==> src/rtl/pgpm_pkg.sv <==
// pgpm_pkg: widths, constants and the arctangent table shared by the polar grid pupil mask
// used by pgpm_radius, pgpm_cordic and polar_grid_pupil_mask_core
`default_nettype none

package pgpm_pkg;

  // grid and configuration
  localparam int MAX_GRID      = 1024;
  localparam int IDX_W         = 10;
  localparam int GRID_W        = 11;
  localparam int SCALE_W       = 18;
  localparam int MRAD_W        = 18;
  localparam int LEVEL_W       = 16;
  localparam int CFG_IDX_W     = 4;
  localparam int CFG_DATA_W    = 18;

  localparam logic [CFG_IDX_W-1:0] CFG_GRID_SIZE   = 4'd0;
  localparam logic [CFG_IDX_W-1:0] CFG_COORD_SCALE = 4'd1;
  localparam logic [CFG_IDX_W-1:0] CFG_MASK_RADIUS = 4'd2;
  localparam logic [CFG_IDX_W-1:0] CFG_MASK_LEVEL  = 4'd3;

  localparam logic [GRID_W-1:0]  GRID_SIZE_RST   = 11'd21;
  localparam logic [SCALE_W-1:0] COORD_SCALE_RST = 18'd6554;
  localparam logic [MRAD_W-1:0]  MASK_RADIUS_RST = 18'd65536;
  localparam logic [LEVEL_W-1:0] MASK_LEVEL_RST  = 16'd256;

  // coordinate mapping
  localparam int DIFF_W      = IDX_W + 1;
  localparam int PROD_W      = DIFF_W + SCALE_W + 1;
  localparam int COORD_W     = 19;
  localparam int COORD_LIMIT = 131072;

  // radius: squares, sum and a one-bit-per-stage square root
  localparam int SQ_W      = 2 * COORD_W - 3;
  localparam int ROOT_W    = 18;
  localparam int SUM_W     = 2 * ROOT_W;
  localparam int REM_W     = ROOT_W + 1;
  localparam int RADIUS_W  = ROOT_W;
  localparam int RAD_DEPTH = ROOT_W + 3;

  // angle: cordic vectoring
  localparam int CORDIC_STAGES  = 16;
  localparam int ATAN_ENTRIES   = 24;
  localparam int ATAN_IDX_W     = 5;
  localparam int ANG_GUARD      = 8;
  localparam int CX_W           = 29;
  localparam int Z_W            = 27;
  localparam int ANGLE_W        = 18;
  localparam int HALF_PI_Q16    = 102944;
  localparam int QUARTER_PI_Q16 = 51472;
  localparam int CORDIC_DEPTH   = CORDIC_STAGES + 2;

  localparam logic signed [ANGLE_W-1:0] ANGLE_MAX = ANGLE_W'(HALF_PI_Q16);
  localparam logic signed [ANGLE_W-1:0] ANGLE_MIN = ANGLE_W'(-HALF_PI_Q16);
  localparam logic signed [ANGLE_W-1:0] ANGLE_QTR = ANGLE_W'(QUARTER_PI_Q16);

  // both units are padded to a common depth
  localparam int MID_DEPTH  = (RAD_DEPTH > CORDIC_DEPTH) ? RAD_DEPTH : CORDIC_DEPTH;
  localparam int PIPE_DEPTH = MID_DEPTH + 3;

  // atan(2^-i) with 24 fraction bits
  function automatic logic signed [Z_W-1:0] atan_q24(input logic [ATAN_IDX_W-1:0] i);
    logic signed [Z_W-1:0] v;
    case (i)
      5'd0:    v = 27'sd13176795;
      5'd1:    v = 27'sd7778716;
      5'd2:    v = 27'sd4110060;
      5'd3:    v = 27'sd2086331;
      5'd4:    v = 27'sd1047214;
      5'd5:    v = 27'sd524117;
      5'd6:    v = 27'sd262123;
      5'd7:    v = 27'sd131069;
      5'd8:    v = 27'sd65536;
      5'd9:    v = 27'sd32768;
      5'd10:   v = 27'sd16384;
      5'd11:   v = 27'sd8192;
      5'd12:   v = 27'sd4096;
      5'd13:   v = 27'sd2048;
      5'd14:   v = 27'sd1024;
      5'd15:   v = 27'sd512;
      5'd16:   v = 27'sd256;
      5'd17:   v = 27'sd128;
      5'd18:   v = 27'sd64;
      5'd19:   v = 27'sd32;
      5'd20:   v = 27'sd16;
      5'd21:   v = 27'sd8;
      5'd22:   v = 27'sd4;
      5'd23:   v = 27'sd2;
      default: v = '0;
    endcase
    return v;
  endfunction

endpackage

`default_nettype wire

==> src/rtl/pgpm_radius.sv <==
// pgpm_radius: pipelined sqrt(x^2+y^2) rounded to nearest, one root bit per stage
// depends on pgpm_pkg; stage loads are driven by the top level
`default_nettype none

module pgpm_radius (
  input  logic                                 clk,
  input  logic [pgpm_pkg::MID_DEPTH-1:0]       adv,
  input  logic signed [pgpm_pkg::COORD_W-1:0]  x,
  input  logic signed [pgpm_pkg::COORD_W-1:0]  y,
  output logic [pgpm_pkg::RADIUS_W-1:0]        radius
);
  import pgpm_pkg::*;

  logic signed [2*COORD_W-1:0] xsq, ysq;
  logic [SQ_W-1:0]             xx_q, yy_q;
  logic [SUM_W-1:0]            sum_q;
  logic [REM_W-1:0]            rem_q [ROOT_W];
  logic [ROOT_W-1:0]           q_q   [ROOT_W];
  logic [SUM_W-1:0]            s_q   [ROOT_W-1];
  logic [RADIUS_W-1:0]         r_q   [RAD_DEPTH-1:MID_DEPTH-1];

  assign xsq = x * x;
  assign ysq = y * y;

  always_ff @(posedge clk) begin
    if (adv[0]) begin
      xx_q <= xsq[SQ_W-1:0];
      yy_q <= ysq[SQ_W-1:0];
    end
    if (adv[1]) begin
      sum_q <= {1'b0, xx_q} + {1'b0, yy_q};
    end
  end

  for (genvar j = 0; j < ROOT_W; j++) begin : g_sqrt
    logic [REM_W-1:0]  rem_in;
    logic [ROOT_W-1:0] q_in;
    logic [SUM_W-1:0]  s_in;
    logic [REM_W+1:0]  rem_sh;
    logic [REM_W:0]    trial;
    logic              take;

    if (j == 0) begin : g_first
      assign rem_in = '0;
      assign q_in   = '0;
      assign s_in   = sum_q;
    end else begin : g_next
      assign rem_in = rem_q[j-1];
      assign q_in   = q_q[j-1];
      assign s_in   = s_q[j-1];
    end

    assign rem_sh = {rem_in, s_in[SUM_W-1 -: 2]};
    assign trial  = {q_in, 2'b01};
    assign take   = (rem_sh >= {1'b0, trial});

    always_ff @(posedge clk) begin
      if (adv[2+j]) begin
        rem_q[j] <= take ? REM_W'(rem_sh - {1'b0, trial}) : REM_W'(rem_sh);
        q_q[j]   <= {q_in[ROOT_W-2:0], take};
      end
    end

    if (j < ROOT_W - 1) begin : g_shift
      always_ff @(posedge clk) begin
        if (adv[2+j]) begin
          s_q[j] <= s_in << 2;
        end
      end
    end
  end

  // round up when the remainder exceeds the root
  always_ff @(posedge clk) begin
    if (adv[RAD_DEPTH-1]) begin
      r_q[RAD_DEPTH-1] <= ({1'b0, q_q[ROOT_W-1]} < rem_q[ROOT_W-1]) ?
                          q_q[ROOT_W-1] + 1'b1 : q_q[ROOT_W-1];
    end
  end

  for (genvar k = RAD_DEPTH; k < MID_DEPTH; k++) begin : g_pad
    always_ff @(posedge clk) begin
      if (adv[k]) begin
        r_q[k] <= r_q[k-1];
      end
    end
  end

  assign radius = r_q[MID_DEPTH-1];

endmodule

`default_nettype wire

==> config.mk <==
export PLATFORM = sky130hd
export DESIGN_NAME = pgpm_radius
export DESIGN_NICKNAME = d
export VERILOG_FILES = /design/src/rtl/pgpm_pkg.sv /design/src/rtl/pgpm_radius.sv
export SDC_FILE = /design/constraint.sdc
export NUM_CORES = 2
export LEC_CHECK = 0
export ABC_AREA = 1
export BUFFER_PORTS_ARGS = -buffer_cell sky130_fd_sc_hd__clkbuf_2
export CAP_MARGIN = 15
export CORE_MARGIN = 2
export CORE_UTILIZATION = 30
export CTS_BUF_LIST = sky130_fd_sc_hd__clkbuf_8
export CTS_CLUSTER_DIAMETER = 40
export DETAILED_ROUTE_END_ITERATION = 6
export HOLD_SLACK_MARGIN = 0.05
export PLACE_DENSITY = 0.43
export SLEW_MARGIN = 10
export SYNTH_ARGS = -nofsm -noshare
export SYNTH_HDL_FRONTEND = slang
export SYNTH_SLANG_ARGS = --single-unit
==> constraint.sdc <==
create_clock -name clk -period 8.71 [get_ports clk]
set_clock_uncertainty 0.2 [all_clocks]
set_input_delay 0.871 -clock clk [delete_from_list [all_inputs] [get_ports clk]]
set_output_delay 0.871 -clock clk [all_outputs]
set_load 0.02 [all_outputs]
== Word-level counts from Yosys, hierarchy flattened ==
Memory sizes are Yosys's and may differ from the RTL's.
Cells that the tools add are included.
Storage, ports and cells
  bits in writable memories: 1262
  input port bits: 60
  memories: 4
  flip-flop bits (word level): 106
  output and inout port bits: 18
Cells by class
  multipliers: 2
  add/sub/neg operators: 20
  order comparisons: 19
  muxes and demuxes: 57
Memory list
  s_q: words 17, width 34, read ports 17, clocked after Yosys merged registers in 0, wr ports 17, line pgpm_radius.sv:19  | logic [SUM_W-1:0] s_q [ROOT_W-1];
  rem_q: words 18, width 19, read ports 18, clocked after Yosys merged registers in 0, wr ports 18, line pgpm_radius.sv:17  | logic [REM_W-1:0] rem_q [ROOT_W];
  q_q: words 18, width 18, read ports 18, clocked after Yosys merged registers in 0, wr ports 18, line pgpm_radius.sv:18  | logic [ROOT_W-1:0] q_q [ROOT_W];
  r_q: words 1, width 18, read ports 1, clocked after Yosys merged registers in 0, wr ports 1, line pgpm_radius.sv:20  | logic [RADIUS_W-1:0] r_q [RAD_DEPTH-1:MID_DEPTH-1];
Operator list (number)
  $ge A21 B20 Y1: 17
  $mux W19: 18
  $sub A19 B19 Y19: 17
  $mul A19 B19 Y35: 2
  $mux W1: 38
  $add A35 B35 Y36: 1
  $lt A18 B19 Y1: 1
  $add A18 B1 Y18 const B: 1
  $mux W18: 1
  $sub A2 B1 Y3 const B: 1
  $ge A2 B1 Y1 const B: 1

== Longest topological paths before layout ==
An unclocked memory read counts as a cell.
  depth in word-level cells: 3
  depth in mapped cells: 29
  mapped depth without buffers: 27

== Worst setup path before layout ==
OpenSTA, ideal clock, no wires.
  path kind: input to register
  from: in y[1] (netlist name)
  to: reg yy_q[31] (data pin)
  required time: 8257 ps
  buffers on the path: 2
  arrival time: 6751 ps
  cell stages on the path: 22
  setup slack: 1506 ps
  cell sequence: clkbuf_1 > buf_1 > nand2_1 > inv_1 > fa_1 > fa_1 > fa_1 > inv_1 > fa_1 > inv_1 > fa_1 > inv_1 > fa_1 > inv_1 > ha_1 > ha_1 > nand2_1 > nor2_1 > nand3_1 > or2_2 > nand4_1 > nand2_1
On the way
  cells in the longest elaborated chain, start to end: 1
RTL lines
  from (decl): line pgpm_radius.sv:9  | input logic signed [pgpm_pkg::COORD_W-1:0] y,
  $mul A19 B19 Y35: line pgpm_radius.sv:23  | assign ysq = y * y;
  via ysq[31]: line pgpm_radius.sv:14  | logic signed [2*COORD_W-1:0] xsq, ysq;
  to (signal assigned): line pgpm_radius.sv:28  | yy_q <= ysq[SQ_W-1:0];
  to (decl): line pgpm_radius.sv:15  | logic [SQ_W-1:0] xx_q, yy_q;
The timed path passes the listed nets, and every way through them passes these cells.
A chain may end at the register's enable or synchronous reset.

== Worst setup path in the final report ==
  from: in y[18] (netlist name)
  to: reg yy_q[28] (data pin)
Same word-level chain as after synthesis.

==> metrics.md <==
| Metric | Value |
|---|---|
| Status | `finished, final reports clean` |
| Max-slew violations | `0` |
| CP arrival | `about 7400 ps` |
| Initial antenna violation count | `8` |
| Detailed-route via count | `50,392` |
| Setup TNS | `0 ps` |
| Die Y | `493.3 µm` |
| Router iterations before antenna repair | `5` |
| Net Count, Synth | `8,867` |
| Hold Startpoint | `g_sqrt[0].s_in[33]` |
| Area delta synth->final | `10.98%` |
| Synth top cells by count | `nand2_1, inv_1, edfxtp_1, fa_1, nor2_1` |
| Cell area after technology mapping | `0.07182 mm²` |
| Number of synthesized flops with an enable pin | `919` |
| GR Overflow Total | `0` |
| 1st-iter DRT viols | `2,610` |
| Die width | `493.3 µm` |
| CTS max path bufs | `3` |
| Dominant cells by area after synthesis | `edfxtp_1, fa_1, nand2_1` |
| Postcts setup bufs | `0` |
| Final min period | `between 6000 and 7000 ps` |
| Initial Utilization | `0.3017` |
| Post-synth top area share | `0.3842` |
| Worst Reg-to-Reg Cells | `10` |
| Detailed placement HPWL | `about 150 mm` |
| Max Fclk | `0.1452 GHz` |
| Most numerous cell in the Yosys netlist | `nand2_1` |
| Mean routed wirelength per cell | `16.74 µm` |
| #FFs+latches synth | `919` |
| Flop2flop setup slack | `approximately 5500 ps` |
| Post-Route WL | `187.8 mm` |
| Worst min path class | `reg -> reg` |
| Final #Nets | `9,054` |
| First-pass GRT wire length | `297.1 mm` |
| Slew @ Worst Pin | `between 1000 and 1500 ps` |
| Kind of critical path | `in -> reg` |
| GRT Total Usage | `0.1556` |
| Async SR Flop Fraction | `0` |
| DRC Markers | `0` |
| Reg2reg end | `rem_q[12][0]` |
| CTS sink count | `919` |
| Reg2Reg Launch Point | `rem_q[11][6]` |
| Nature of the critical path startpoint | `input port` |
| Final antenna-violating net count | `0` |
| Period utilization | `0.7907` |
| Cells after synthesis | `about 7,700` |
| Ys Warns | `0` |
| Clock slew at reported path FFs | `50 ps` |
| Sequential share of the synthesized area | `0.3842` |
| Crit path max fanout | `27` |
| GPL Wtd Cong | `roughly 0.86` |
| Top_reg_cell synth | `edfxtp_1` |
| Pin count of the biggest net entering global routing | `between 60 and 70` |
| Final Hold Vio Count | `0` |
| Row count | `approximately 180` |
| CTS tree | `done` |
| CTS buffer count | `approximately 190` |
| Worst EP required | `9200 ps` |
| Area leader, netlist | `edfxtp_1` |
| I/O pin count | `78` |
| Clock latency on the worst-skew pair | `930 ps` |
| Clock root buffer | `clkbuf_8` |
| Post_cts resized | `0` |
| Hold Path Depth | `0` |
| Die area | `~0.24 mm²` |
| Max Cap Viol | `0` |
| CP Capture Type | `flip-flop` |
| # hold bufs at CTS | `0` |
| CTS H-tree lvls | `4` |
| Share of cells above drive strength 1 | `0.05939` |
| Hold Path End | `s_q[0][33]` |
| Slew headroom | `0.2594` |
| RSZ-0062 raised after global routing | `false` |
| Via density | `4.491` |
| CP startpoint | `y[18]` |
| Port-buffer cells | `77` |
| Synth cell types | `64` |
| Avg Cell Area, Syn | `9.323 µm²` |
| Core Area | `0.2381 mm²` |
| Vias in the first global route | `~53,000` |
| Final setup vio count | `0` |
-- layout by cell type, fill, tap and decap left out, drive strengths merged, types with 14 or more instances in the layout --
cell,count
nand3,299
bufinv,14
xor2,202
nor4,18
clkinv,71
nand3b,44
edfxtp,919
clkinvlp,15
o21bai,36
or2,34
nand4,102
xnor2,99
fa,624
ha,479
nor3,71
o211ai,19
clkbuf,267
buf,37
nor2,519
a21oi,337
inv,1633
a21boi,18
nand2,1789
a21o,31
o21ai,306
-- area by class of cell --
cell class / instances / area (µm²)
Sequential cell: 919 / 27600
Fill cell: 24736 / 158400
Timing Repair Buffer: 113 / 675.6
Clock inverter: 159 / 1242
Inverter: 1574 / 5916
Clock buffer: 191 / 2629
Tap cell: 3167 / 3963
Antenna cell: 5 / 12.51
Multi-Input combinational cell: 5092 / 37670
-- how the worst max path moves through the flow --
stage | cells past startpoint | end | slack, ps
2_1_floorplan | 22 | yy_q[31] | 1510
3_3_place_gp | 22 | yy_q[28] | 810
3_5_place_dp | 22 | yy_q[28] | 820
4_1_cts | 22 | yy_q[28] | 1790
5_1_grt | 22 | yy_q[28] | 1410
6_report | 22 | yy_q[28] | 1820
-- flip-flops by register name, indices dropped and copies added (netlist names) --
register and cells:
rem_q 320, s_q 306, q_q 171, g_sqrt.s_in 36
xx_q 34, yy_q 34, r_q 18
-- through the flow --
| stage | std cells | utilization | cell area [µm²] | worst slack [ps] | hold WS (ps) |
|---|---|---|---|---|---|
| floorplan | 7704 | - | 71820 | 1506 | 200.3 |
| global route | 11220 | 0.3348 | 79710 | 1406 | 167.4 |
| global placement | 10864 | 0.3184 | 75790 | 805.6 | 200.6 |
| CTS | 11214 | 0.3346 | 79670 | 1795 | 146.1 |
| detailed placement | 10864 | 0.3184 | 75790 | 815.5 | 204.5 |
| finish | 11220 | 0.3348 | 79710 | 1823 | 183.3 |
-- cell families after synthesis --
| group | Yosys count | share of synthesized area |
|---|---|---|
| AND/OR/NAND/NOR | 2903 | 0.1697 |
| buffers and inverters | 1693 | 0.09125 |
| adder cells (fa/ha/maj) | 1103 | 0.2574 |
| flip-flops | 919 | 0.3842 |
| AO/OA/AOI/OAI | 784 | 0.06068 |
| XOR/XNOR | 301 | 0.03671 |
| other | 1 | 0.00005221 |
-- worst max-delay path, cell delays in order --
cell      delay, ps
clkbuf_2        490
nand2_1         110
inv_1           190
fa_1            600
fa_1            570
fa_1            550
buf_4           180
inv_1           170
fa_1            590
inv_1            60
fa_1            460
fa_1            500
ha_1            310
ha_1            410
nand2_1         130
nor2_1          310
inv_1            80
nor2_1          140
and3_1          160
nand2_1          60
nand3_1         150
xor2_1          250
-- per-layer routing --
layer,wire length (µm),part of all wire,track usage
met1,80430,0.43,0.1905
met4,4678,0.025,0.04417
met3,6434,0.034,0.02287
met2,96210,0.51,0.2819
met5,66,0.00035,0
Power is left out: the tool's default activity adds up to more than one toggle a clock period on the data nets, which glitch-free logic cannot reach.
