--- src/rtl/pgpm_pkg.sv ---
// pgpm_pkg: widths, constants and the arctangent table shared by the polar grid pupil mask
// used by pgpm_radius, pgpm_cordic and polar_grid_pupil_mask_core
`default_nettype none

package pgpm_pkg;

  // grid and configuration
  localparam int MAX_GRID      = 1024;
  localparam int IDX_W         = 10;
  localparam int GRID_W        = 11;
  localparam int SCALE_W       = 18;
  localparam int MRAD_W        = 18;
  localparam int LEVEL_W       = 16;
  localparam int CFG_IDX_W     = 4;
  localparam int CFG_DATA_W    = 18;

  localparam logic [CFG_IDX_W-1:0] CFG_GRID_SIZE   = 4'd0;
  localparam logic [CFG_IDX_W-1:0] CFG_COORD_SCALE = 4'd1;
  localparam logic [CFG_IDX_W-1:0] CFG_MASK_RADIUS = 4'd2;
  localparam logic [CFG_IDX_W-1:0] CFG_MASK_LEVEL  = 4'd3;

  localparam logic [GRID_W-1:0]  GRID_SIZE_RST   = 11'd21;
  localparam logic [SCALE_W-1:0] COORD_SCALE_RST = 18'd6554;
  localparam logic [MRAD_W-1:0]  MASK_RADIUS_RST = 18'd65536;
  localparam logic [LEVEL_W-1:0] MASK_LEVEL_RST  = 16'd256;

  // coordinate mapping
  localparam int DIFF_W      = IDX_W + 1;
  localparam int PROD_W      = DIFF_W + SCALE_W + 1;
  localparam int COORD_W     = 19;
  localparam int COORD_LIMIT = 131072;

  // radius: squares, sum and a one-bit-per-stage square root
  localparam int SQ_W      = 2 * COORD_W - 3;
  localparam int ROOT_W    = 18;
  localparam int SUM_W     = 2 * ROOT_W;
  localparam int REM_W     = ROOT_W + 1;
  localparam int RADIUS_W  = ROOT_W;
  localparam int RAD_DEPTH = ROOT_W + 3;

  // angle: cordic vectoring
  localparam int CORDIC_STAGES  = 16;
  localparam int ATAN_ENTRIES   = 24;
  localparam int ATAN_IDX_W     = 5;
  localparam int ANG_GUARD      = 8;
  localparam int CX_W           = 29;
  localparam int Z_W            = 27;
  localparam int ANGLE_W        = 18;
  localparam int HALF_PI_Q16    = 102944;
  localparam int QUARTER_PI_Q16 = 51472;
  localparam int CORDIC_DEPTH   = CORDIC_STAGES + 2;

  localparam logic signed [ANGLE_W-1:0] ANGLE_MAX = ANGLE_W'(HALF_PI_Q16);
  localparam logic signed [ANGLE_W-1:0] ANGLE_MIN = ANGLE_W'(-HALF_PI_Q16);
  localparam logic signed [ANGLE_W-1:0] ANGLE_QTR = ANGLE_W'(QUARTER_PI_Q16);

  // both units are padded to a common depth
  localparam int MID_DEPTH  = (RAD_DEPTH > CORDIC_DEPTH) ? RAD_DEPTH : CORDIC_DEPTH;
  localparam int PIPE_DEPTH = MID_DEPTH + 3;

  // atan(2^-i) with 24 fraction bits
  function automatic logic signed [Z_W-1:0] atan_q24(input logic [ATAN_IDX_W-1:0] i);
    logic signed [Z_W-1:0] v;
    case (i)
      5'd0:    v = 27'sd13176795;
      5'd1:    v = 27'sd7778716;
      5'd2:    v = 27'sd4110060;
      5'd3:    v = 27'sd2086331;
      5'd4:    v = 27'sd1047214;
      5'd5:    v = 27'sd524117;
      5'd6:    v = 27'sd262123;
      5'd7:    v = 27'sd131069;
      5'd8:    v = 27'sd65536;
      5'd9:    v = 27'sd32768;
      5'd10:   v = 27'sd16384;
      5'd11:   v = 27'sd8192;
      5'd12:   v = 27'sd4096;
      5'd13:   v = 27'sd2048;
      5'd14:   v = 27'sd1024;
      5'd15:   v = 27'sd512;
      5'd16:   v = 27'sd256;
      5'd17:   v = 27'sd128;
      5'd18:   v = 27'sd64;
      5'd19:   v = 27'sd32;
      5'd20:   v = 27'sd16;
      5'd21:   v = 27'sd8;
      5'd22:   v = 27'sd4;
      5'd23:   v = 27'sd2;
      default: v = '0;
    endcase
    return v;
  endfunction

endpackage

`default_nettype wire

--- src/rtl/pgpm_cordic.sv ---
// pgpm_cordic: pipelined half-plane arctangent by cordic vectoring, one iteration per stage
// depends on pgpm_pkg; stage loads are driven by the top level
`default_nettype none

module pgpm_cordic (
  input  logic                                 clk,
  input  logic [pgpm_pkg::MID_DEPTH-1:0]       adv,
  input  logic signed [pgpm_pkg::COORD_W-1:0]  x,
  input  logic signed [pgpm_pkg::COORD_W-1:0]  y,
  output logic signed [pgpm_pkg::ANGLE_W-1:0]  angle
);
  import pgpm_pkg::*;

  localparam logic signed [Z_W-1:0] ROUND_HALF = Z_W'(1 << (ANG_GUARD - 1));
  localparam logic signed [Z_W-1:0] Z_HI       = Z_W'(HALF_PI_Q16);
  localparam logic signed [Z_W-1:0] Z_LO       = Z_W'(-HALF_PI_Q16);

  logic signed [CX_W-1:0]    cx_q  [CORDIC_STAGES];
  logic signed [CX_W-1:0]    cy_q  [CORDIC_STAGES];
  logic signed [Z_W-1:0]     z_q   [1:CORDIC_STAGES];
  logic                      spec_q [CORDIC_STAGES+1];
  logic signed [ANGLE_W-1:0] spa_q  [CORDIC_STAGES+1];
  logic signed [ANGLE_W-1:0] a_q    [CORDIC_DEPTH-1:MID_DEPTH-1];

  logic signed [COORD_W-1:0] xn, yn;
  logic                      x_zero, y_zero, y_pos;
  logic signed [ANGLE_W-1:0] spec_ang;
  logic signed [Z_W-1:0]     zr, zc;

  // left half-plane folds onto the right one
  assign xn     = x[COORD_W-1] ? -x : x;
  assign yn     = x[COORD_W-1] ? -y : y;
  assign x_zero = (x == '0);
  assign y_zero = (y == '0);
  assign y_pos  = ~y[COORD_W-1] & ~y_zero;

  always_comb begin
    spec_ang = '0;
    if (x_zero) begin
      if (y_pos) begin
        spec_ang = ANGLE_MAX;
      end else if (y_zero) begin
        spec_ang = ANGLE_QTR;
      end else begin
        spec_ang = ANGLE_MIN;
      end
    end
  end

  always_ff @(posedge clk) begin
    if (adv[0]) begin
      cx_q[0]   <= CX_W'(xn) <<< ANG_GUARD;
      cy_q[0]   <= CX_W'(yn) <<< ANG_GUARD;
      spec_q[0] <= x_zero | y_zero;
      spa_q[0]  <= spec_ang;
    end
  end

  for (genvar i = 0; i < CORDIC_STAGES; i++) begin : g_iter
    logic signed [Z_W-1:0] z_in;
    logic                  cy_pos;

    if (i == 0) begin : g_z0
      assign z_in = '0;
    end else begin : g_zn
      assign z_in = z_q[i];
    end

    assign cy_pos = ~cy_q[i][CX_W-1] & (|cy_q[i]);

    always_ff @(posedge clk) begin
      if (adv[1+i]) begin
        z_q[i+1]    <= cy_pos ? z_in + atan_q24(ATAN_IDX_W'(i)) :
                                z_in - atan_q24(ATAN_IDX_W'(i));
        spec_q[i+1] <= spec_q[i];
        spa_q[i+1]  <= spa_q[i];
      end
    end

    if (i < CORDIC_STAGES - 1) begin : g_xy
      always_ff @(posedge clk) begin
        if (adv[1+i]) begin
          cx_q[i+1] <= cy_pos ? cx_q[i] + (cy_q[i] >>> i) : cx_q[i] - (cy_q[i] >>> i);
          cy_q[i+1] <= cy_pos ? cy_q[i] - (cx_q[i] >>> i) : cy_q[i] + (cx_q[i] >>> i);
        end
      end
    end
  end

  // round half up to 16 fraction bits, then limit to +-pi/2
  assign zr = (z_q[CORDIC_STAGES] + ROUND_HALF) >>> ANG_GUARD;

  always_comb begin
    zc = zr;
    if (zr > Z_HI) begin
      zc = Z_HI;
    end else if (zr < Z_LO) begin
      zc = Z_LO;
    end
  end

  always_ff @(posedge clk) begin
    if (adv[CORDIC_DEPTH-1]) begin
      a_q[CORDIC_DEPTH-1] <= spec_q[CORDIC_STAGES] ? spa_q[CORDIC_STAGES] : ANGLE_W'(zc);
    end
  end

  for (genvar k = CORDIC_DEPTH; k < MID_DEPTH; k++) begin : g_pad
    always_ff @(posedge clk) begin
      if (adv[k]) begin
        a_q[k] <= a_q[k-1];
      end
    end
  end

  assign angle = a_q[MID_DEPTH-1];

endmodule

`default_nettype wire

--- config.mk ---
export PLATFORM = sky130hd
export DESIGN_NAME = pgpm_cordic
export DESIGN_NICKNAME = d
export VERILOG_FILES = /design/src/rtl/pgpm_pkg.sv /design/src/rtl/pgpm_cordic.sv
export SDC_FILE = /design/constraint.sdc
export NUM_CORES = 2
export LEC_CHECK = 0
export BUFFER_PORTS_ARGS = -buffer_cell sky130_fd_sc_hd__buf_2
export CAP_MARGIN = 20
export CORE_UTILIZATION = 30
export DETAILED_ROUTE_END_ITERATION = 16
export GPL_TIMING_DRIVEN = 1
export SKIP_LAST_GASP = 1
export SYNTH_ARGS = -nofsm -noshare
export SYNTH_HDL_FRONTEND = slang
export SYNTH_SLANG_ARGS = --single-unit
--- constraint.sdc ---
create_clock -name clk -period 16.44 [get_ports clk]
set_input_delay 4.932 -clock clk [delete_from_list [all_inputs] [get_ports clk]]
set_output_delay 4.932 -clock clk [all_outputs]
set_load 0.02 [all_outputs]
### After elaboration in Yosys (flattened, before gate mapping)

Memories as Yosys holds them, arrays and structs flattened.
Cells that the tools add are included.

| word-level totals | value |
|---|---|
| RAM bits | 1755 |
| bits of input ports | 60 |
| register bits | 0 |
| output and inout bits | 18 |
| word-level logic and storage cells | 250 |
| memory bits (read-only) | 0 |
| memories kept | 6 |
| bits in latches | 0 |

| operators by class | value |
|---|---|
| shift operators | 0 |
| muxes and demuxes | 96 |
| $mul | 0 |
| div/mod/pow operators | 0 |
| reductions and logical operators | 18 |
| equal/unequal tests | 0 |
| order comparisons | 2 |
| bitwise operators | 36 |
| $add $sub $neg | 92 |

Memories:

| name | depth | bits a word | read ports | clocked after Yosys merged registers in | write ports | line | source |
|---|---|---|---|---|---|---|---|
| cx_q | 16 | 29 | 15 | 0 | 16 | pgpm_cordic.sv:18 | `logic signed [CX_W-1:0] cx_q [CORDIC_STAGES];` |
| cy_q | 16 | 29 | 16 | 0 | 16 | pgpm_cordic.sv:19 | `logic signed [CX_W-1:0] cy_q [CORDIC_STAGES];` |
| z_q | 16 | 27 | 16 | 0 | 16 | pgpm_cordic.sv:20 | `logic signed [Z_W-1:0] z_q [1:CORDIC_STAGES];` |
| spa_q | 17 | 18 | 17 | 0 | 17 | pgpm_cordic.sv:22 | `logic signed [ANGLE_W-1:0] spa_q [CORDIC_STAGES+1];` |
| a_q | 4 | 18 | 4 | 0 | 4 | pgpm_cordic.sv:23 | `logic signed [ANGLE_W-1:0] a_q [CORDIC_DEPTH-1:MID_DEPTH-1];` |
| spec_q | 17 | 1 | 17 | 0 | 17 | pgpm_cordic.sv:21 | `logic spec_q [CORDIC_STAGES+1];` |

Operators with widths:

| cell | number |
|---|---|
| $mux 29 | 30 |
| $reduce_or 29->1 | 16 |
| $mux 27 | 16 |
| $mux 18 | 6 |
| $add 29x15->29 | 2 |
| $add 29x16->29 | 2 |
| $add 29x17->29 | 2 |
| $add 29x18->29 | 2 |
| $add 29x19->29 | 2 |
| $add 29x20->29 | 2 |
| $add 29x21->29 | 2 |
| $add 29x22->29 | 2 |
| $add 29x23->29 | 2 |
| $add 29x24->29 | 2 |
| $add 29x25->29 | 2 |
| $add 29x26->29 | 2 |
| $add 29x27->29 | 2 |
| $add 29x28->29 | 2 |
| $sub 29x15->29 | 2 |
| $sub 29x16->29 | 2 |
| $sub 29x17->29 | 2 |
| $sub 29x18->29 | 2 |
| $sub 29x19->29 | 2 |
| $sub 29x20->29 | 2 |
| 48 further kinds | 136 |

### Logic depth before layout (Yosys ltp)

An unclocked memory read counts as a cell.

| depth | value |
|---|---|
| depth after elaboration | 6 |
| gate-level depth with buffers | 27 |
| gate-level depth less buffers | 25 |

### Least setup slack after synthesis

No wires, ideal clock.

| timing | value |
|---|---|
| path kind | input port to flip-flop |
| start | in x[1] (netlist bit) |
| end | mem spa_q[0][16], data pin |
| path slack | 8.916 ns |
| library setup time | 0.131 ns |
| arrival | 7.393 ns |
| stages on the path | 11 |
| buffers on the path | 1 |
| cell sequence | inv_1 ha_1 nand2_1 or3_1 or4_1 or4_1 or3_1 or3_1 clkbuf_1 nor2_1 and2_1 |

RTL lines:

| item | line | source |
|---|---|---|
| start: declaration | pgpm_cordic.sv:8 | `input logic signed [pgpm_pkg::COORD_W-1:0] x,` |
| end: declaration | pgpm_cordic.sv:22 |  |

==> metrics.log <==
[metrics] TritonCTS clock tree: done
[metrics] Clk Tree Root Cell: clkbuf_16
[metrics] final core utilization: 0.334
[metrics] crit path launch type: flip-flop
[metrics] Max Cap Violations: 0
[metrics] final cell area excluding filler cells: 113000 sq um
[metrics] Fill cells: 34300
[metrics] Data required, critical path: between 15 and 20 ns
[metrics] Max Freq: around 140 MHz
[metrics] First-pass DRT Iterations: 6
[metrics] ys async rst share: 0
[metrics] GRT Util Overall: 0.139
[metrics] Die Span X: between 500 and 600 um
[metrics] detail-routed net length per standard cell: roughly 16 um
[metrics] endpoints failing hold: 0
[metrics] vias post-DR: between 70000 and 80000
[metrics] initial standard-cell utilization of the core: 0.302
[metrics] routability congestion estimate: roughly 0.9
[metrics] total die area: approximately 340000 sq um
[metrics] clock latency on the worst-skew pair: 0.86 ns
[metrics] post-CTS repair timing setup buffer count: 0
[metrics] Slew @ Worst Pin: ~1.2 ns
[metrics] Max stage delay on crit path: approximately 0.63 ns
[metrics] post-synthesis area per instance: approximately 10 sq um
[metrics] final antenna-violating net count: 0
[metrics] post-detailed-placement cell area: approximately 110000 sq um
[metrics] status: completed
[metrics] critical path endpoint category: flip-flop
[metrics] Std-Cell Core Area: roughly 340000 sq um
[metrics] Sinks on Clock Net: about 1300
[metrics] residual DRC count: 0
[metrics] cell area after technology mapping: approximately 100000 sq um
[metrics] clock buffer depth: 4
[metrics] number of flops mapped to enable cells by yosys: between 1000 and 1500
[metrics] Tightest Hold Check Type: reg2reg
[metrics] time the worst path needs with I/O delays and setup: 7.38 ns
[metrics] Hold Buf Count CTS: 0
[metrics] synth warn: 0
[metrics] cts bufs inserted: roughly 160
[metrics] vias in the first global route: 71600
[metrics] Worst Path Max Fanout: 28
[metrics] vias per std cell: 5.01
[metrics] Resized cells post-CTS: 0
[metrics] cell types occupying the most area after synthesis: edfxtp_1 (40%), ha_1 (13%), xnor2_1 (8.2%), a21oi_1 (4.3%), xor2_1 (3.8%)
[metrics] post-route fraction of the period consumed by the critical path: 0.449
[metrics] wire length reported by the detailed router: approximately 250 mm
[metrics] count of input and output buffers: 77
[metrics] initial antenna violation count: 2
[metrics] post-synth top area cell: edfxtp_1
[metrics] top-level I/O count: 78
[metrics] portion of the post-synthesis area used by sequential elements: 0.396
[metrics] Synth Flop Type: edfxtp_1
[metrics] commonest cells after routing, fill and taps aside: edfxtp_1 (1346), ha_1 (1069), xnor2_1 (950), a21oi_1 (875), nor2_1 (786)
[metrics] remaining max-slew budget at the tightest pin: 0.195
[metrics] number of distinct library cells after synthesis: 97
[metrics] most common cell after layout, fill and taps aside: edfxtp_1
[metrics] crit path DAT: about 8 ns
[metrics] highest-delay cell along the critical path: or4b_2
[metrics] starting DRC count in detailed routing: between 4000 and 5000
[metrics] number of inserted diodes: 0
[metrics] sum of negative setup slack: 0 ns
[metrics] setup repair after global routing missed its margin: false
[metrics] floorplan row count: 213
[metrics] largest net degree at the start of global routing: just over 80
[metrics] Layout area overhead: 10.7%
[metrics] worst-case clock skew: about 0.11 ns
[metrics] Die Y: 585 um
[metrics] HPWL reported at the end of detailed placement: ~190 mm
[metrics] H-tree depth: 4
[metrics] NumNets Final: about 12000
[metrics] area fraction of the dominant cell type after synthesis: 0.396
[metrics] share of final-layout standard cells stronger than drive strength 1: 0.0454
[metrics] number of cells produced by synthesis: ~10000
[metrics] clock slew at reported path FFs: roughly 0.060 ns
[metrics] Yosys reg bits: around 1300
[metrics] total global routing overflow: 0
[metrics] number of max-slew violations in the final report: 0
[metrics] type of the worst setup path: reg2reg
[metrics] number of failing setup endpoints in the final timing report: 0
[metrics] wire length of the first global-routing pass: a little under 400 mm
==> sequential cells by signal (all words and copies together) (netlist names) <==
register and cells:
cy_q 431, cx_q 386, z_q 338, spa_q 102, a_q 72, spec_q 17
==> stage by stage <==
step	instances	hold slack, ns	setup WS, ns
floorplan	10300	0.400	8.92
global placement	14700	0.401	8.54
detailed placement	14700	0.405	8.64
CTS	15000	0.419	9.17
global route	15000	0.419	8.50
finish	15000	0.416	9.06
==> final cells by class <==
type,instances,area (sq um),share of cell area
Sequential cell,1346,40400,0.358
Timing Repair Buffer,125,808,0.00716
Multi-Input combinational cell,8193,58900,0.522
Inverter,526,1980,0.0175
Tap cell,4515,5650,0.0501
Clock inverter,87,881,0.00781
Clock buffer,196,4200,0.0372
==> routing by layer <==
metal | share of wire | vias to the layer above | wire length [um] | global-route usage
met3 | 0.034 | 421 | 8340 | 0.0151
met4 | 0.035 | 0 | 8610 | 0.0479
met5 | 0 | - | 0 | 0
li1 | - | 38300 | - | -
met2 | 0.48 | 1415 | 118000 | 0.245
met1 | 0.45 | 35000 | 111000 | 0.177
==> worst paths after layout <==
path                            startpoint           to  slack [ns]  depth (start not counted)
worst max-delay path            cy_q[8][8]  cy_q[9][25]        9.06                         28
worst min-delay path            a_q[2][64]   a_q[2][82]        0.42                          0
worst max register to register  cy_q[8][8]  cy_q[9][25]        9.06                         28
worst min register to register  a_q[2][64]   a_q[2][82]        0.42                          0
==> critical path: cells and delay by family (launching register included) <==
family | cells | cell delay [ns]
simple gates | 12 | 3.01
compound gates | 8 | 1.91
buf+inv | 6 | 1.30
flops | 1 | 0.49
fa+ha+maj | 2 | 0.46
==> cell usage after synthesis, types with 126 or more instances <==
library cell,instances
edfxtp_1,1346
ha_1,1069
xnor2_1,950
a21oi_1,875
nor2_1,787
nand2_1,556
o21ai_0,551
inv_1,515
xor2_1,448
a21o_1,324
nor3_1,272
nand3_1,223
o31ai_1,162
nand2b_1,160
nor2b_1,152
clkbuf_1,151
o21a_1,143
o21bai_1,126
==> cell families (layout without fill, tap and decap cells) <==
family / after synthesis / count (layout) / share of synthesized area
AOI/OAI and AO/OA: 2814 / 2814 / 0.177
xor gates and xnor gates: 1398 / 1398 / 0.120
adders and majority gates: 1113 / 1113 / 0.140
buffers and inverters: 716 / 934 / 0.0271
DFF: 1346 / 1346 / 0.396
muxes: 52 / 52 / 0.00542
other: 1 / 36 / 0.0000368
and+or+nand+nor: 2780 / 2780 / 0.134
Power is left out: the tool's default activity adds up to more than one toggle a clock period on the data nets, which glitch-free logic cannot reach.
